[src/rtl/epg_pkg.sv]
// ----------------------------------------------------------------------------
// epg_pkg
// shared types and constants of the event pattern grader
// ----------------------------------------------------------------------------
`timescale 1ns / 1ps
`default_nettype none

package epg_pkg;

  // table size and derived widths
  localparam int unsigned MAX_PATTERNS = 32;
  localparam int unsigned IdxW  = (MAX_PATTERNS > 1) ? $clog2(MAX_PATTERNS) : 1;
  localparam int unsigned CntW  = $clog2(MAX_PATTERNS + 1);
  localparam int unsigned EntryW = 16;

  // configuration port
  localparam int unsigned CfgIdxW  = 2;
  localparam int unsigned CfgDataW = 9;
  localparam logic [CfgIdxW-1:0] CFG_INVALID_GRADE  = 2'd0;
  localparam logic [CfgIdxW-1:0] CFG_BORDER_INVALID = 2'd1;
  localparam logic [CfgIdxW-1:0] CFG_LARGE_INVALID  = 2'd2;

  // command codes
  localparam logic CMD_ADD   = 1'b0;
  localparam logic CMD_GRADE = 1'b1;

  typedef struct packed {
    logic       command;
    logic [7:0] pattern_mask;
    logic [7:0] pattern_grade;
    logic [7:0] charge_mask;
    logic       at_border;
    logic       is_large;
  } epg_in_t;

  typedef struct packed {
    logic signed [8:0] grade;
    logic              add_rejected;
  } epg_out_t;

endpackage

`default_nettype wire

[src/rtl/epg_ram.sv]
// ----------------------------------------------------------------------------
// epg_ram
// generic single write port, single read port ram with registered read
// ----------------------------------------------------------------------------
`timescale 1ns / 1ps
`default_nettype none

module epg_ram #(
  parameter int unsigned Width = 16,
  parameter int unsigned Depth = 32,
  localparam int unsigned AddrW = (Depth > 1) ? $clog2(Depth) : 1
) (
  input  wire logic             clk_i,
  input  wire logic             we_i,
  input  wire logic [AddrW-1:0] waddr_i,
  input  wire logic [Width-1:0] wdata_i,
  input  wire logic             re_i,
  input  wire logic [AddrW-1:0] raddr_i,
  output logic      [Width-1:0] rdata_o
);

  logic [Width-1:0] mem_q [Depth];

  always_ff @(posedge clk_i) begin
    if (we_i) begin
      mem_q[waddr_i] <= wdata_i;
    end
    if (re_i) begin
      rdata_o <= mem_q[raddr_i];
    end
  end

endmodule

`default_nettype wire

[src/rtl/event_pattern_grader_top.sv]
// ----------------------------------------------------------------------------
// event_pattern_grader_top
// grades a detector event by exact match of its neighbour mask in a table
// ----------------------------------------------------------------------------
// answers: an add, or a grade answered without a scan (policy or empty
//   table), comes in the next cycle; a scan answers once the entry that
//   matches is compared, or after the last stored entry with no match
// throughput: busy holds through the scan, so no new item is taken until a
//   scanned grade has answered; other items one per cycle while not busy
// reset: async active low; clears count, sequencer, done, config registers (invalid -1)
`timescale 1ns / 1ps
`default_nettype none

module event_pattern_grader_top (
  input  wire logic                     clk_i,
  input  wire logic                     rst_ni,
  input  wire logic                     start,
  output logic                          busy,
  input  wire epg_pkg::epg_in_t         cmd_i,
  output logic                          done_o,
  output epg_pkg::epg_out_t             res_o,
  input  wire logic                     cfg_we_i,
  input  wire logic [epg_pkg::CfgIdxW-1:0]  cfg_idx_i,
  input  wire logic [epg_pkg::CfgDataW-1:0] cfg_wdata_i
);

  import epg_pkg::*;

  // sequencer states
  localparam logic [0:0] ST_IDLE = 1'b0;
  localparam logic [0:0] ST_SCAN = 1'b1;

  logic [0:0] state_q, state_d;

  // configuration registers
  logic signed [8:0] inv_grade_q;
  logic              border_inv_q;
  logic              large_inv_q;

  // table bookkeeping
  logic [CntW-1:0] count_q, count_d;

  // scan pointers: rd_idx is the address being read, cmp_idx the entry
  // whose data the ram shows this cycle
  logic [IdxW-1:0] rd_idx_q, rd_idx_d;
  logic [IdxW-1:0] cmp_idx_q, cmp_idx_d;
  logic            pend_q, pend_d;
  logic [7:0]      mask_q, mask_d;

  // result register
  logic     done_q, done_d;
  epg_out_t res_q, res_d;

  // ram ports
  logic              ram_we;
  logic              ram_re;
  logic [EntryW-1:0] ram_wdata;
  logic [EntryW-1:0] ram_rdata;

  logic accept;
  logic table_full;
  logic policy_reject;
  logic entry_hit;
  logic last_entry;

  assign accept        = start && !busy;
  assign table_full    = (count_q == CntW'(MAX_PATTERNS));
  assign policy_reject = (cmd_i.is_large && large_inv_q) ||
                         (cmd_i.at_border && border_inv_q);
  assign entry_hit     = (ram_rdata[7:0] == mask_q);
  assign last_entry    = ({1'b0, cmp_idx_q} == (count_q - CntW'(1)));
  assign ram_wdata     = {cmd_i.pattern_grade, cmd_i.pattern_mask};

  // appends go to the slot at the current count
  assign ram_we = accept && (cmd_i.command == CMD_ADD) && !table_full;
  assign ram_re = (state_q == ST_SCAN);

  epg_ram #(
    .Width (EntryW),
    .Depth (MAX_PATTERNS)
  ) u_table (
    .clk_i   (clk_i),
    .we_i    (ram_we),
    .waddr_i (count_q[IdxW-1:0]),
    .wdata_i (ram_wdata),
    .re_i    (ram_re),
    .raddr_i (rd_idx_q),
    .rdata_o (ram_rdata)
  );

  always_comb begin
    state_d   = state_q;
    count_d   = count_q;
    rd_idx_d  = rd_idx_q;
    cmp_idx_d = cmp_idx_q;
    pend_d    = pend_q;
    mask_d    = mask_q;
    done_d    = 1'b0;
    res_d     = res_q;

    case (state_q)
      ST_IDLE: begin
        if (accept) begin
          if (cmd_i.command == CMD_ADD) begin
            done_d             = 1'b1;
            res_d.grade        = '0;
            res_d.add_rejected = table_full;
            if (!table_full) begin
              count_d = count_q + CntW'(1);
            end
          end else if (policy_reject || (count_q == '0)) begin
            // no scan needed, answer straight away
            done_d             = 1'b1;
            res_d.grade        = inv_grade_q;
            res_d.add_rejected = 1'b0;
          end else begin
            state_d  = ST_SCAN;
            rd_idx_d = '0;
            pend_d   = 1'b0;
            mask_d   = cmd_i.charge_mask;
          end
        end
      end
      ST_SCAN: begin
        // issue the next read; stop advancing at the last slot
        cmp_idx_d = rd_idx_q;
        pend_d    = 1'b1;
        if (rd_idx_q != IdxW'(MAX_PATTERNS - 1)) begin
          rd_idx_d = rd_idx_q + IdxW'(1);
        end
        if (pend_q) begin
          if (entry_hit || last_entry) begin
            state_d            = ST_IDLE;
            done_d             = 1'b1;
            res_d.add_rejected = 1'b0;
            res_d.grade        = entry_hit ? $signed({1'b0, ram_rdata[15:8]}) : inv_grade_q;
            pend_d             = 1'b0;
          end
        end
      end
      default: begin
        state_d = ST_IDLE;
      end
    endcase
  end

  // control state
  always_ff @(posedge clk_i or negedge rst_ni) begin
    if (!rst_ni) begin
      state_q <= ST_IDLE;
      count_q <= '0;
      pend_q  <= 1'b0;
      done_q  <= 1'b0;
    end else begin
      state_q <= state_d;
      count_q <= count_d;
      pend_q  <= pend_d;
      done_q  <= done_d;
    end
  end

  // configuration, unknown indexes are ignored
  always_ff @(posedge clk_i or negedge rst_ni) begin
    if (!rst_ni) begin
      inv_grade_q  <= -9'sd1;
      border_inv_q <= 1'b0;
      large_inv_q  <= 1'b0;
    end else if (cfg_we_i) begin
      case (cfg_idx_i)
        CFG_INVALID_GRADE:  inv_grade_q  <= $signed(cfg_wdata_i);
        CFG_BORDER_INVALID: border_inv_q <= cfg_wdata_i[0];
        CFG_LARGE_INVALID:  large_inv_q  <= cfg_wdata_i[0];
        default: ;
      endcase
    end
  end

  // payload, no reset
  always_ff @(posedge clk_i) begin
    rd_idx_q  <= rd_idx_d;
    cmp_idx_q <= cmp_idx_d;
    mask_q    <= mask_d;
    res_q     <= res_d;
  end

  assign busy   = (state_q != ST_IDLE);
  assign done_o = done_q;
  assign res_o  = res_q;

endmodule

`default_nettype wire

[config.mk]
export PLATFORM = sky130hd
export DESIGN_NAME = event_pattern_grader_top
export DESIGN_NICKNAME = d
export VERILOG_FILES = /design/src/rtl/epg_pkg.sv /design/src/rtl/epg_ram.sv /design/src/rtl/event_pattern_grader_top.sv
export SDC_FILE = /design/constraint.sdc
export NUM_CORES = 1
export LEC_CHECK = 0
export ABC_AREA = 1
export BUFFER_PORTS_ARGS = -buffer_cell sky130_fd_sc_hd__buf_2
export CAP_MARGIN = 20
export CELL_PAD_IN_SITES_DETAIL_PLACEMENT = 0
export CELL_PAD_IN_SITES_GLOBAL_PLACEMENT = 2
export CORE_MARGIN = 2
export CORE_UTILIZATION = 35
export DETAILED_ROUTE_END_ITERATION = 10
export GPL_TIMING_DRIVEN = 0
export PLACE_DENSITY = 0.76
export SETUP_SLACK_MARGIN = 0.02
export SYNTH_ARGS = -nofsm -noshare
export SYNTH_HDL_FRONTEND = slang
export SYNTH_SLANG_ARGS = --single-unit
[constraint.sdc]
create_clock -name clk_i -period 2.7 [get_ports clk_i]
set_input_delay 0.54 -clock clk_i [delete_from_list [all_inputs] [get_ports clk_i]]
set_output_delay 0.54 -clock clk_i [all_outputs]
set_load 0.02 [all_outputs]
==> impl_results.md <==
* Status: completed
* H-tree depth at 2
* Setup violators final at 0
* Commonest non-fill, non-tap cell in the layout: edfxtp_1
* Clock Pin Slew Worst Setup and Hold Paths at around 0.060 ns
* PwrDens at between 1000 and 1500 nW/µm²
* Slew Viols, Final at 0
* Met1 wire length at ~33000 µm
* Number of nets in the layout at 2115
* Crit-path cells: inv_4 -> buf_2 -> buf_2 -> nor2_1 -> o211ai_1 -> nand3_1 -> nand2_1 -> nand2_1 -> inv_1
* Design Area, Final at ~28000 µm²
* Reg-to-reg startpoint: rd_idx_q[0]
* EDFF count, synth at about 560
* CP max stage delay at between 0.5 and 0.6 ns
* Crit Path Class: reg -> reg
* DRC viols at 0
* Clk buf depth at 3
* WP data required at about 3.2 ns
* Vias post-DR at about 16000
* Avg WL per Cell at 25.9 µm
* Main flop type after synthesis: edfxtp_1
* Critical path depth at 9
* Iter 0 DRT Violations at 1954
* Largest net degree at the start of global routing at 33
* Setup Skew at 0.0348 ns
* Global-route wire length before repair at 109000 µm
* Antenna Cells at 0
* Syn_nets at 1930
* Cell Area, Placed at roughly 25000 µm²
* Async SR Flop Fraction at 3.47%
* Initial Util at ~35%
* Reg2Reg Depth at 9
* Initial antenna violation count at 2
* CP top delay family: buffers and inverters
* Met3 wire len at just over 7000 µm
* Min Tclk post-route at between 2 and 3 ns
* Placer congestion estimate at 0.874
* Drt total wl at 77100 µm
* Register area at 17200 µm²
* Die area at ~69000 µm²
* ANT nets after route at 0
* Max layer used: met4
* Max VDD drop at 0.467 mV
* Leakage Power at 0.00977 µW
* Worst-Margin Slew at between 0.9 and 1 ns
* Most frequent cells in the layout: edfxtp_1, nor2_1, nand2_1
* Clock tree from TritonCTS: yes
* Worst setup path start: rd_idx_q[0]
* Hold Slack at approximately 0.084 ns
* Num CTS Buffers at 60
* Critical path fanouts, max at 10
* Post-synthesis sequential area ratio at between 70% and 80%
* Area of the multi-input gates at about 5500 µm²
* Avg Synthesized Cell Area at ~12 µm²
* Syn Inst Count at about 1900
* Yosys Warn Count at 0
* Max Clk Rate at roughly 380 MHz
* Total GRT Usage at 22.6%
* Worst flop-to-flop path endpoint: u_table.rdata_o[7]
* Max cap viols at 0
* Placed Instances at 2826
* Yosys reg bits at about 580
* Worst-Skew Late Latency at 0.67 ns
* Hold Fails Final Rpt at 0
* Vias per cell at between 5 and 6
* Die Height at 262 µm
* Startpoint Class: flop
* Yosys cell types at 36
* Crit end category: flop
* Detailed Place HPWL at 52300 µm
* RSZ-0062 raised after global routing: no
* Vias in the first global route at between 15000 and 20000
* Die Wd at between 200 and 300 µm
* Row count at 94
* Buf/Inv on CP at 4
* Port Buf Inserts at between 50 and 60
* Worst min-delay path category: in -> reg
* Area delta synth->final at 20.2%
* Crit path DAT at approximately 3.2 ns
* Fillers at 5993
* Worst slew margin at 35.9%
* Layout cell share with drive strength beyond 1 at between 15 and 20%
* Grt ovf at 0
* Finished Layout Cells at between 2000 and 3000
* Slowest cell on crit path: edfxtp_1
* Worst setup margin at approximately 0.035 ns
* Met2 wire length at roughly 35000 µm
* First-pass DRT Iterations at 5
* FF-to-FF setup slack at approximately 0.035 ns
* Total core area at approximately 66000 µm²
* Ratio of final minimum period to clock period at 98.7%
* Crit path to: u_table.rdata_o[7]
* Post-synthesis cell area at around 23000 µm²
* Setup WS pre-CTS at -0.864 ns
* CTS root buf: clkbuf_16
* CTS sink count at about 580
* Ports at 54
==> flip-flops by register name (all words and copies together), names as in the netlist, 5 cells and up <==
register         cells
u_table.mem_q      512
u_table.rdata_o     16
res_o               10
inv_grade_q          9
mask_q               8
count_q              6
cmp_idx_q            5
rd_idx_q             5
==> cells by family (layout without fill, tap and decap cells) <==
logic type | Yosys count | after routing | share of synthesized area [%]
simple gates | 745 | 745 | 12.8
flops | 576 | 576 | 73.9
compound gates | 355 | 355 | 8.39
buf+inv | 180 | 415 | 3.73
xor+xnor | 10 | 10 | 0.376
mux | 8 | 8 | 0.387
fa+ha+maj | 7 | 7 | 0.376
==> power breakdown <==
part / internal (µW) / leakage [µW] / switching [µW] / total [µW]
combinational: 2710 / 0.00354 / 7610 / 10300
clock: 4760 / 0.000966 / 3610 / 8370
sequential: 10400 / 0.00526 / 266 / 10600
total: 17800 / 0.00977 / 11500 / 29300
==> cell type report <==
class,instances,share of cell area (%)
buffer,107,2.18
clock buffer,69,5.49
clock inverter,43,1.60
inverter,73,1.06
multi-input combinational,1125,19.6
sequential,576,61.5
tap,864,3.86
timing repair buffer,123,4.72
==> metal layers <==
| metal | track usage, % | up-vias |
|---|---|---|
| li1 | - | 7067 |
| met1 | 31.3 | 7970 |
| met2 | 35.5 | 742 |
| met3 | 4.62 | 135 |
| met4 | 7.69 | 0 |
| met5 | 0 | - |
==> what timing repair did <==
action | 4_1_cts | 5_1_grt
pin swaps | 21 | 2
hold buffers | 1 | 0
endpoints found under the hold margin | 11 | 0
resized for setup | 42 | 27
buffers inserted | 36 | 5
endpoints found under the setup margin | 494 | 274
==> synth_stat cells (4+ instances only) <==
| cell type | instances | area [µm²] |
|---|---|---|
| nor2_1 | 354 | 1330 |
| o21ai_0 | 212 | 1060 |
| buf_6 | 11 | 124 |
| o22ai_1 | 43 | 269 |
| ha_1 | 7 | 87.6 |
| a21oi_1 | 19 | 95.1 |
| mux2_2 | 8 | 90.1 |
| inv_1 | 68 | 255 |
| clkbuf_1 | 37 | 139 |
| xor2_1 | 4 | 35.0 |
| nand3_1 | 111 | 556 |
| dfrtp_1 | 11 | 275 |
| buf_2 | 46 | 230 |
| o211ai_1 | 48 | 360 |
| dfstp_2 | 9 | 236 |
| nand2_1 | 264 | 991 |
| buf_4 | 6 | 45.0 |
| buf_1 | 4 | 15.0 |
| edfxtp_1 | 556 | 16700 |
| o21ai_1 | 32 | 160 |
| xnor2_1 | 6 | 52.6 |
==> how the worst min path moves through the flow <==
stage / startpoint / to / slack (ns) / cells past startpoint
3_5_place_dp: rd_idx_q[2] / cmp_idx_q[2] / 0.44 / 0
5_1_grt: cmd_i[8] / mask_q[6] / 0.07 / 1
4_1_cts: cmd_i[4] / mask_q[2] / 0.05 / 1
2_1_floorplan: rst_ni / border_inv_q / 0.24 / 0
6_report: cmd_i[4] / mask_q[2] / 0.08 / 1
3_3_place_gp: rd_idx_q[2] / cmp_idx_q[2] / 0.44 / 0
==> per-stage QoR <==
stage | setup TNS, ns | util [%] | total power (µW)
6_report | 0 | 42.5 | 29300
5_1_grt | 0 | 42.5 | 30600
4_1_cts | -0.283 | 42.4 | 29200
3_5_place_dp | -291.64 | 38.4 | 20800
3_3_place_gp | -650.44 | 37.5 | 20700
2_1_floorplan | -25.07 | - | 16400
No activity file was read; power rests on OpenSTA's default activity.
